### src/rtl/md2_digest_engine_assert.svh
// assertion macros shared by the md2 digest engine rtl
// no dependencies; included by the modules that carry checks
`ifndef MD2_DIGEST_ENGINE_ASSERT_SVH
`define MD2_DIGEST_ENGINE_ASSERT_SVH
`ifndef SYNTH
// property must hold at every edge outside reset
`define MD2_ASSERT(lbl, clk, rstn, prop) \
	lbl: assert property (@(posedge clk) disable iff (!rstn) prop) \
		else $error("md2 assertion failed");
// condition must never be true outside reset
`define MD2_NEVER(lbl, clk, rstn, cond) \
	lbl: assert property (@(posedge clk) disable iff (!rstn) !(cond)) \
		else $error("md2 forbidden condition seen");
`else
`define MD2_ASSERT(lbl, clk, rstn, prop)
`define MD2_NEVER(lbl, clk, rstn, cond)
`endif
`endif

### src/rtl/md2_pkg.sv
// shared types, sizes and the pi s-box table of the md2 digest engine
// no dependencies
package md2_pkg;

	localparam int BLOCK_BYTES = 16;
	localparam int STATE_BYTES = 48;
	localparam int ROUND_COUNT = 18;
	localparam int QUEUE_DEPTH = 4;

	localparam int FILL_W  = $clog2(BLOCK_BYTES);
	localparam int STEP_W  = $clog2(STATE_BYTES);
	localparam int ROUND_W = $clog2(ROUND_COUNT);

	// input item as it arrives on the push side
	typedef struct packed {
		logic [7:0] data_byte;
		logic       byte_present;
		logic       end_of_message;
	} in_item_t;

	// result item on the pop side
	typedef struct packed {
		logic [63:0] digest_high;
		logic [63:0] digest_low;
	} out_item_t;

	// classified command between front and back
	typedef struct packed {
		logic [7:0] data;
		logic       has_byte;
		logic       is_end;
	} cmd_t;

	// md2 substitution table built from the digits of pi
	localparam logic [7:0] PI_SBOX [256] = '{
		8'h29,8'h2e,8'h43,8'hc9,8'ha2,8'hd8,8'h7c,8'h01,
		8'h3d,8'h36,8'h54,8'ha1,8'hec,8'hf0,8'h06,8'h13,
		8'h62,8'ha7,8'h05,8'hf3,8'hc0,8'hc7,8'h73,8'h8c,
		8'h98,8'h93,8'h2b,8'hd9,8'hbc,8'h4c,8'h82,8'hca,
		8'h1e,8'h9b,8'h57,8'h3c,8'hfd,8'hd4,8'he0,8'h16,
		8'h67,8'h42,8'h6f,8'h18,8'h8a,8'h17,8'he5,8'h12,
		8'hbe,8'h4e,8'hc4,8'hd6,8'hda,8'h9e,8'hde,8'h49,
		8'ha0,8'hfb,8'hf5,8'h8e,8'hbb,8'h2f,8'hee,8'h7a,
		8'ha9,8'h68,8'h79,8'h91,8'h15,8'hb2,8'h07,8'h3f,
		8'h94,8'hc2,8'h10,8'h89,8'h0b,8'h22,8'h5f,8'h21,
		8'h80,8'h7f,8'h5d,8'h9a,8'h5a,8'h90,8'h32,8'h27,
		8'h35,8'h3e,8'hcc,8'he7,8'hbf,8'hf7,8'h97,8'h03,
		8'hff,8'h19,8'h30,8'hb3,8'h48,8'ha5,8'hb5,8'hd1,
		8'hd7,8'h5e,8'h92,8'h2a,8'hac,8'h56,8'haa,8'hc6,
		8'h4f,8'hb8,8'h38,8'hd2,8'h96,8'ha4,8'h7d,8'hb6,
		8'h76,8'hfc,8'h6b,8'he2,8'h9c,8'h74,8'h04,8'hf1,
		8'h45,8'h9d,8'h70,8'h59,8'h64,8'h71,8'h87,8'h20,
		8'h86,8'h5b,8'hcf,8'h65,8'he6,8'h2d,8'ha8,8'h02,
		8'h1b,8'h60,8'h25,8'had,8'hae,8'hb0,8'hb9,8'hf6,
		8'h1c,8'h46,8'h61,8'h69,8'h34,8'h40,8'h7e,8'h0f,
		8'h55,8'h47,8'ha3,8'h23,8'hdd,8'h51,8'haf,8'h3a,
		8'hc3,8'h5c,8'hf9,8'hce,8'hba,8'hc5,8'hea,8'h26,
		8'h2c,8'h53,8'h0d,8'h6e,8'h85,8'h28,8'h84,8'h09,
		8'hd3,8'hdf,8'hcd,8'hf4,8'h41,8'h81,8'h4d,8'h52,
		8'h6a,8'hdc,8'h37,8'hc8,8'h6c,8'hc1,8'hab,8'hfa,
		8'h24,8'he1,8'h7b,8'h08,8'h0c,8'hbd,8'hb1,8'h4a,
		8'h78,8'h88,8'h95,8'h8b,8'he3,8'h63,8'he8,8'h6d,
		8'he9,8'hcb,8'hd5,8'hfe,8'h3b,8'h00,8'h1d,8'h39,
		8'hf2,8'hef,8'hb7,8'h0e,8'h66,8'h58,8'hd0,8'he4,
		8'ha6,8'h77,8'h72,8'hf8,8'heb,8'h75,8'h4b,8'h0a,
		8'h31,8'h44,8'h50,8'hb4,8'h8f,8'hed,8'h1f,8'h1a,
		8'hdb,8'h99,8'h8d,8'h33,8'h9f,8'h11,8'h83,8'h14
	};

endpackage

### src/rtl/md2_front.sv
// front end: accepts input items, drops empty ones, queues commands
// depends on md2_pkg and md2_digest_engine_assert.svh
`include "md2_digest_engine_assert.svh"
module md2_front #(
	parameter int DEPTH = 4
) (
	input  logic             clk,
	input  logic             arst_n,
	input  logic             push,
	output logic             full,
	input  md2_pkg::in_item_t item,
	output logic             cmd_valid,
	output md2_pkg::cmd_t    cmd,
	input  logic             take
);
	import md2_pkg::*;

	localparam int PTR_W = (DEPTH > 1) ? $clog2(DEPTH) : 1;
	localparam int CNT_W = $clog2(DEPTH + 1);

	cmd_t             slot_q [DEPTH];
	logic [PTR_W-1:0] wr_ptr_q;
	logic [PTR_W-1:0] rd_ptr_q;
	logic [CNT_W-1:0] count_q;
	logic             accept;
	logic             keep;
	logic             wr_en;
	logic             rd_en;
	cmd_t             new_cmd;

	// classify: an item with neither byte nor end does nothing
	assign accept  = push && !full;
	assign keep    = item.byte_present || item.end_of_message;
	assign wr_en   = accept && keep;
	assign rd_en   = take && cmd_valid;
	assign new_cmd = '{data: item.data_byte, has_byte: item.byte_present,
		is_end: item.end_of_message};

	assign full      = (count_q == CNT_W'(DEPTH));
	assign cmd_valid = (count_q != '0);
	assign cmd       = slot_q[rd_ptr_q];

	// queue storage
	always_ff @(posedge clk) begin
		if (wr_en) begin
			slot_q[wr_ptr_q] <= new_cmd;
		end
	end

	// queue pointers and occupancy
	always_ff @(posedge clk or negedge arst_n) begin
		if (!arst_n) begin
			wr_ptr_q <= '0;
			rd_ptr_q <= '0;
			count_q  <= '0;
		end else begin
			if (wr_en) begin
				wr_ptr_q <= (wr_ptr_q == PTR_W'(DEPTH - 1)) ? '0 : wr_ptr_q + 1'b1;
			end
			if (rd_en) begin
				rd_ptr_q <= (rd_ptr_q == PTR_W'(DEPTH - 1)) ? '0 : rd_ptr_q + 1'b1;
			end
			if (wr_en && !rd_en) begin
				count_q <= count_q + 1'b1;
			end else if (!wr_en && rd_en) begin
				count_q <= count_q - 1'b1;
			end
		end
	end

	// occupancy checks
	`MD2_NEVER(a_count_bound, clk, arst_n, count_q > CNT_W'(DEPTH))
	`MD2_ASSERT(a_count_up, clk, arst_n, (wr_en && !rd_en) |=> (count_q == $past(count_q) + 1'b1))
	`MD2_ASSERT(a_count_down, clk, arst_n, (rd_en && !wr_en) |=> (count_q == $past(count_q) - 1'b1))
endmodule

### src/rtl/md2_core.sv
// back end: checksum update, block compression, padding and digest output
// depends on md2_pkg and md2_digest_engine_assert.svh
`include "md2_digest_engine_assert.svh"
module md2_core (
	input  logic              clk,
	input  logic              arst_n,
	input  logic              cmd_valid,
	input  md2_pkg::cmd_t     cmd,
	output logic              take,
	output logic              empty,
	input  logic              pop,
	output md2_pkg::out_item_t result
);
	import md2_pkg::*;

	typedef enum logic [2:0] {
		S_IDLE,
		S_PAD,
		S_LOAD,
		S_ROUND,
		S_OUT
	} state_t;

	// where to go once a compression finishes
	typedef enum logic [1:0] {
		A_IDLE,
		A_PAD,
		A_CSUM,
		A_OUT
	} after_t;

	state_t                          state_q;
	after_t                          after_q;
	logic                            src_csum_q;
	logic [STATE_BYTES-1:0][7:0]     hash_q;
	logic [BLOCK_BYTES-1:0][7:0]     csum_q;
	logic [BLOCK_BYTES-1:0][7:0]     buf_q;
	logic [7:0]                      last_q;
	logic [FILL_W-1:0]               fill_q;
	logic [7:0]                      pad_q;
	logic [7:0]                      t_q;
	logic [STEP_W-1:0]               step_q;
	logic [ROUND_W-1:0]              round_q;
	logic                            out_valid_q;
	out_item_t                       out_q;

	logic                            absorb_en;
	logic [7:0]                      absorb_byte;
	logic [7:0]                      csum_new;
	logic                            wrap;
	logic [FILL_W-1:0]               fill_nxt;
	logic [7:0]                      pad_val;
	logic [7:0]                      step_byte;
	logic [BLOCK_BYTES-1:0][7:0]     blk;
	out_item_t                       digest;

	assign take = (state_q == S_IDLE) && cmd_valid;

	// byte absorb path: checksum through the s-box, buffer fill
	always_comb begin
		absorb_en   = 1'b0;
		absorb_byte = pad_q;
		case (state_q)
			S_IDLE: begin
				absorb_en   = take && cmd.has_byte;
				absorb_byte = cmd.data;
			end
			S_PAD: begin
				absorb_en   = 1'b1;
				absorb_byte = pad_q;
			end
			default: begin
				absorb_en = 1'b0;
			end
		endcase
	end

	assign csum_new = csum_q[fill_q] ^ PI_SBOX[absorb_byte ^ last_q];
	assign wrap     = (fill_q == FILL_W'(BLOCK_BYTES - 1));
	assign fill_nxt = absorb_en ? (wrap ? '0 : fill_q + 1'b1) : fill_q;
	// padding length seen after the optional final byte: 1 to 16
	assign pad_val  = 8'(BLOCK_BYTES) - {{(8 - FILL_W){1'b0}}, fill_nxt};

	// one s-box step on the byte at the head of the rotating state
	assign step_byte = hash_q[0] ^ PI_SBOX[t_q];
	assign blk       = src_csum_q ? csum_q : buf_q;

	// digest from the first sixteen state bytes
	always_comb begin
		digest = '0;
		for (int i = 0; i < 8; i++) begin
			digest.digest_high[63 - 8 * i -: 8] = hash_q[i];
			digest.digest_low[63 - 8 * i -: 8]  = hash_q[8 + i];
		end
	end

	assign empty  = !out_valid_q;
	assign result = out_q;

	// message buffer
	always_ff @(posedge clk) begin
		if (absorb_en) begin
			buf_q[fill_q] <= absorb_byte;
		end
	end

	// sequencer with hash, checksum and result registers
	always_ff @(posedge clk or negedge arst_n) begin
		if (!arst_n) begin
			state_q     <= S_IDLE;
			after_q     <= A_IDLE;
			src_csum_q  <= 1'b0;
			hash_q      <= '0;
			csum_q      <= '0;
			last_q      <= '0;
			fill_q      <= '0;
			pad_q       <= '0;
			t_q         <= '0;
			step_q      <= '0;
			round_q     <= '0;
			out_valid_q <= 1'b0;
			out_q       <= '0;
		end else begin
			if (pop && out_valid_q) begin
				out_valid_q <= 1'b0;
			end
			if (absorb_en) begin
				csum_q[fill_q] <= csum_new;
				last_q         <= csum_new;
				fill_q         <= fill_nxt;
			end
			case (state_q)
				S_IDLE: begin
					if (take) begin
						pad_q <= pad_val;
						if (cmd.has_byte && wrap) begin
							state_q    <= S_LOAD;
							src_csum_q <= 1'b0;
							after_q    <= cmd.is_end ? A_PAD : A_IDLE;
						end else if (cmd.is_end) begin
							state_q <= S_PAD;
						end
					end
				end
				S_PAD: begin
					if (wrap) begin
						state_q    <= S_LOAD;
						src_csum_q <= 1'b0;
						after_q    <= A_CSUM;
					end
				end
				S_LOAD: begin
					for (int j = 0; j < BLOCK_BYTES; j++) begin
						hash_q[BLOCK_BYTES + j]     <= blk[j];
						hash_q[2 * BLOCK_BYTES + j] <= blk[j] ^ hash_q[j];
					end
					t_q     <= '0;
					step_q  <= '0;
					round_q <= '0;
					state_q <= S_ROUND;
				end
				S_ROUND: begin
					for (int k = 0; k < STATE_BYTES - 1; k++) begin
						hash_q[k] <= hash_q[k + 1];
					end
					hash_q[STATE_BYTES - 1] <= step_byte;
					if (step_q == STEP_W'(STATE_BYTES - 1)) begin
						step_q <= '0;
						t_q    <= step_byte + {{(8 - ROUND_W){1'b0}}, round_q};
						if (round_q == ROUND_W'(ROUND_COUNT - 1)) begin
							case (after_q)
								A_IDLE: state_q <= S_IDLE;
								A_PAD:  state_q <= S_PAD;
								A_CSUM: begin
									state_q    <= S_LOAD;
									src_csum_q <= 1'b1;
									after_q    <= A_OUT;
								end
								A_OUT:  state_q <= S_OUT;
								default: state_q <= S_IDLE;
							endcase
						end else begin
							round_q <= round_q + 1'b1;
						end
					end else begin
						step_q <= step_q + 1'b1;
						t_q    <= step_byte;
					end
				end
				S_OUT: begin
					if (!out_valid_q) begin
						out_valid_q <= 1'b1;
						out_q       <= digest;
						hash_q      <= '0;
						csum_q      <= '0;
						last_q      <= '0;
						fill_q      <= '0;
						state_q     <= S_IDLE;
					end
				end
				default: state_q <= S_IDLE;
			endcase
		end
	end

	// sequencer checks
	`MD2_NEVER(a_take_busy, clk, arst_n, take && (state_q != S_IDLE))
	`MD2_ASSERT(a_out_write, clk, arst_n, (state_q == S_OUT && !out_valid_q) |=> (out_valid_q && state_q == S_IDLE && fill_q == '0))
	`MD2_ASSERT(a_out_hold, clk, arst_n, (out_valid_q && !pop) |=> (out_valid_q && $stable(out_q)))
	`MD2_NEVER(a_round_bound, clk, arst_n, round_q > ROUND_W'(ROUND_COUNT - 1))
endmodule

### src/rtl/md2_digest_engine.sv
// MD2 digest engine, at most one message byte per input item, 128-bit digest per message.
// A message byte updates the checksum and fills the buffer in the back end; every
// completed 16-byte block then takes one load and 18 rounds of 48 S-box steps,
// one lookup per cycle on a rotating 48-byte state. An end item adds 1 to 16
// padding bytes, the padding-block and checksum-block compressions and the
// posting of the digest. A four-entry command queue lets input transfers
// continue while a block compresses; the digest waits in an output register
// until popped. The hash, checksum and fill state clear after each digest,
// so the next byte begins a new message.
// depends on md2_pkg, md2_front and md2_core
module md2_digest_engine #(
	parameter int QUEUE_DEPTH = md2_pkg::QUEUE_DEPTH
) (
	input  logic               clk,
	input  logic               arst_n,
	input  logic               push,
	output logic               full,
	input  md2_pkg::in_item_t  item,
	output logic               empty,
	input  logic               pop,
	output md2_pkg::out_item_t result
);
	import md2_pkg::*;

	logic cmd_valid;
	logic take;
	cmd_t cmd;

	// front: accept and classify, command queue
	md2_front #(
		.DEPTH(QUEUE_DEPTH)
	) u_front (
		.clk      (clk),
		.arst_n   (arst_n),
		.push     (push),
		.full     (full),
		.item     (item),
		.cmd_valid(cmd_valid),
		.cmd      (cmd),
		.take     (take)
	);

	// back: checksum, compression, padding, digest
	md2_core u_core (
		.clk      (clk),
		.arst_n   (arst_n),
		.cmd_valid(cmd_valid),
		.cmd      (cmd),
		.take     (take),
		.empty    (empty),
		.pop      (pop),
		.result   (result)
	);
endmodule

### config.mk
export PLATFORM = sky130hd
export DESIGN_NAME = md2_digest_engine
export DESIGN_NICKNAME = d
export VERILOG_FILES = /design/src/rtl/md2_pkg.sv /design/src/rtl/md2_front.sv /design/src/rtl/md2_core.sv /design/src/rtl/md2_digest_engine.sv
export VERILOG_INCLUDE_DIRS = /design/src /design/src/rtl
export SDC_FILE = /design/constraint.sdc
export NUM_CORES = 2
export LEC_CHECK = 0
export ABC_AREA = 1
export BUFFER_PORTS_ARGS = -buffer_cell sky130_fd_sc_hd__buf_2
export CAP_MARGIN = 10
export CORE_AREA = 10 10 298 300
export DETAILED_ROUTE_END_ITERATION = 7
export DIE_AREA = 0 0 308 310
export PLACE_DENSITY_LB_ADDON = 0.05
export SLEW_MARGIN = 30
export SYNTH_ARGS = -nofsm -noshare
export SYNTH_HDL_FRONTEND = slang
export SYNTH_SLANG_ARGS = --single-unit
### constraint.sdc
create_clock -name clk -period 10.1 [get_ports clk]
set_input_delay 1.01 -clock clk [delete_from_list [all_inputs] [get_ports clk]]
set_output_delay 1.01 -clock clk [all_outputs]
set_load 0.02 [all_outputs]
==> flow_summary.json <==
{
  "hold_violations": 0,
  "antenna_found_initial": 3,
  "drt_iter0_markers": 5614,
  "grt_pass1_wl_um": 252600,
  "path_cells": "inv_2 > nand2_1 > nand3_1 > nand2_1 > nand2_1 > nand3_1 > nand2_2 > ha_1 > inv_1 > nand2_1 > nand3_1 > nand3_1 > nand3_1 > nand2_1 > nand2_1 > nand3_2 > nand3_2 > nand3_1 > nand2_1 > inv_1",
  "yosysUniqueCellTypes": 56,
  "start_util_pct": 54.48,
  "yosys_warnings": 0,
  "drc": 0,
  "root_buffer": "clkbuf_16",
  "path_clk_slew_ps": 60,
  "gp_congestion": 1.012,
  "yosys-top-cells-area": "dfrtp_1 38%, edfxtp_1 11%, nand2_1 10%",
  "fin_crit_ps": 4863,
  "grt_use_total_pct": 34.41,
  "end_kind": "register",
  "synth.net_count": 5881,
  "max_cap_violations": 0,
  "h-tree-depth": 3,
  "worstSetupStartpointType": "register",
  "critical_path.max_fanout": 23,
  "multiInputGateArea_sq_um": 19220,
  "hpwlAfterDp_um": 108700,
  "rsz0062_at_grt": "no",
  "critPathBufInv": 3,
  "drive_gt1_share_pct": 7.964,
  "die_h_um": 310,
  "syn_avg_cell_area_sq_um": 7.763,
  "ant_nets": 0,
  "worst_pin_slew_ps": 1042,
  "drv_slew": 0,
  "core_sq_um": 82890,
  "critPathRequiredTime_ps": 10690,
  "port_buffers": 143,
  "finalSetupTns_ps": 0,
  "yosys.area.top_type": "dfrtp_1",
  "viasPerCell": 6.202,
  "ys_async_sr_fraction_pct": 80.42,
  "dr.pass1.iters": 6,
  "synth_seq_cells": 858,
  "post_cts_resized": 0,
  "dieArea_sq_um": 95480,
  "grt_overflow": 0,
  "routedWlPerCell_um": 24.35,
  "slew_headroom_pct": 30.37,
  "cts_buffers": 92,
  "cp_common_cell": "nand2_1",
  "arrival_ps": 5460,
  "fmax_ghz": 0.2056,
  "synth-edff-count": 168,
  "critPathMaxStageDelay_ps": 780,
  "synthFlopType": "dfrtp_1",
  "grt_max_degree": 180,
  "synthesis.area_sq_um": 45160,
  "synth_top_cell_area_share_pct": 38.23,
  "skew_ps": 40.76,
  "tritoncts": "built",
  "clock_latency_ps": 680,
  "fillers": 7538,
  "cts.sinks": 858,
  "seq_area_sq_um": 22320,
  "synth_cells": 5817,
  "nets": 5824,
  "grt_pass1_vias": 39930,
  "area_delta_synth_final_pct": 9.769,
  "ioPinCount": 144,
  "critPathTopFamily": "simple AND/OR/NAND/NOR gates",
  "ctsHoldBuffers": 0,
  "slowest_stage": "dfrtp_1",
  "rows": 106,
  "hp-class": "primary input to async pin",
  "cts_buffer_depth": 3,
  "crit_type": "register to register",
  "period_share_pct": 48.15,
  "die_w_um": 308,
  "yosysSeqAreaShare_pct": 49.41,
  "critPathLaunch": "u_front.rd_ptr_q[0]",
  "status": "completed",
  "setup_viol": 0,
  "wl_um": 168500,
  "timing.rr.start": "u_front.rd_ptr_q[0]",
  "ff2ff_setup_slack_ps": 5240,
  "num_vias": 42917,
  "post-cts-setup-buffers": 0
}
==> area by class of cell <==
class	count	area share, %
Timing Repair Buffer	200	2.678
Clock buffer	129	5.331
Multi-Input combinational cell	4057	38.77
Tap cell	1080	2.726
Inverter	551	4.218
Antenna cell	1	0.005048
Clock inverter	44	1.247
Sequential cell	858	45.03
==> path summary, 6_finish.rpt <==
path | cells past startpoint | to
worst max-delay path | 20 | u_core.csum_q[120]
worst min-delay path | 1 | u_core.result[2]
worst max register to register | 20 | u_core.csum_q[120]
worst min register to register | 2 | u_core.result[120]
max in group asynchronous | 3 | u_core.digest[24]
min in group clk | 2 | u_core.result[120]
==> synth_stat cells (2+ instances only) <==
cell type,n
o221ai_1,9
a211oi_1,2
a22oi_1,10
buf_1,33
o311ai_0,7
nand3b_1,4
a32o_1,2
a31oi_1,10
and3_1,2
buf_4,16
nor2_1,671
nand2_4,15
edfxtp_1,168
dfrtp_1,690
o211ai_1,25
nand3_1,470
nand4_1,18
inv_1,517
nor3_1,17
o31ai_1,3
ha_1,48
o2111ai_1,5
o22ai_1,147
xnor2_1,4
nand2_2,30
inv_2,16
clkinv_1,18
a21oi_1,821
nand2_1,1250
buf_2,33
clkbuf_1,241
dlygate4sd1_1,3
o21ai_1,14
fa_1,2
nand3_4,3
xor2_1,13
buf_6,24
o21ai_0,415
nand3_2,22
or2_2,3
==> registers in the layout, summed over array words and instances, names as in the netlist <==
signal              flops
u_core.last_q           8
u_core.step_q           6
u_core.src_csum_q       1
u_core.state_q          3
u_core.digest         128
u_core.result         128
u_core.round_q          5
u_front.rd_ptr_q        2
u_core.pad_q            5
u_core.buf_q          128
u_front.count_q         3
u_core.csum_q         128
u_front.slot_q         40
u_core.t_q              8
u_core.out_valid_q      1
u_core.fill_q           4
u_front.wr_ptr_q        2
u_core.hash_q         256
u_core.after_q          2
==> worst reg2reg max path, delay by kind of cell (launching register included) <==
| kind | cells | cell delay (ps) |
|---|---|---|
| adders and majority gates | 1 | 580 |
| DFF | 1 | 780 |
| and+or+nand+nor | 16 | 2960 |
| buffers and inverters | 3 | 510 |
==> layout by cell type, fill, tap and decap left out, drive strengths merged, types with 147 or more instances in the layout <==
| cell | instances |
|---|---|
| nand2 | 1295 |
| a21oi | 821 |
| dfrtp | 690 |
| nor2 | 674 |
| inv | 537 |
| nand3 | 495 |
| o21ai | 429 |
| buf | 200 |
| edfxtp | 168 |
| o22ai | 147 |
==> stage by stage <==
stage / area [sq um] / utilization, % / instances / hold slack [ps] / setup slack, ps
6_report: 49570 / 59.80 / 6920 / 309.4 / 5237
2_1_floorplan: 45160 / - / 5817 / 449.3 / 6269
5_1_grt: 49570 / 59.80 / 6919 / 347.3 / 4810
3_5_place_dp: 46200 / 55.74 / 6743 / 467.4 / 5342
4_1_cts: 49460 / 59.67 / 6916 / 320.0 / 5273
3_3_place_gp: 46140 / 55.66 / 6741 / 460.5 / 5448
==> metal layers <==
metal,GRT usage [%],share of wire (%),vias up
met1,48.60,41,20866
met2,52.25,44,2464
met5,0,0,-
met4,13.63,4.3,0
met3,6.185,10,402
li1,-,-,19185
==> logic make-up after synthesis <==
kind of cell | count (synthesis) | share of synthesized area [%]
simple gates | 2510 | 23.26
flops | 858 | 49.41
compound gates | 1476 | 17.26
xor+xnor | 19 | 0.4267
fa+ha+maj | 50 | 1.419
mux | 2 | 0.04710
buf+inv | 902 | 8.190
Power is left out: the tool's default activity adds up to more than one toggle a clock period on the data nets, which glitch-free logic cannot reach.
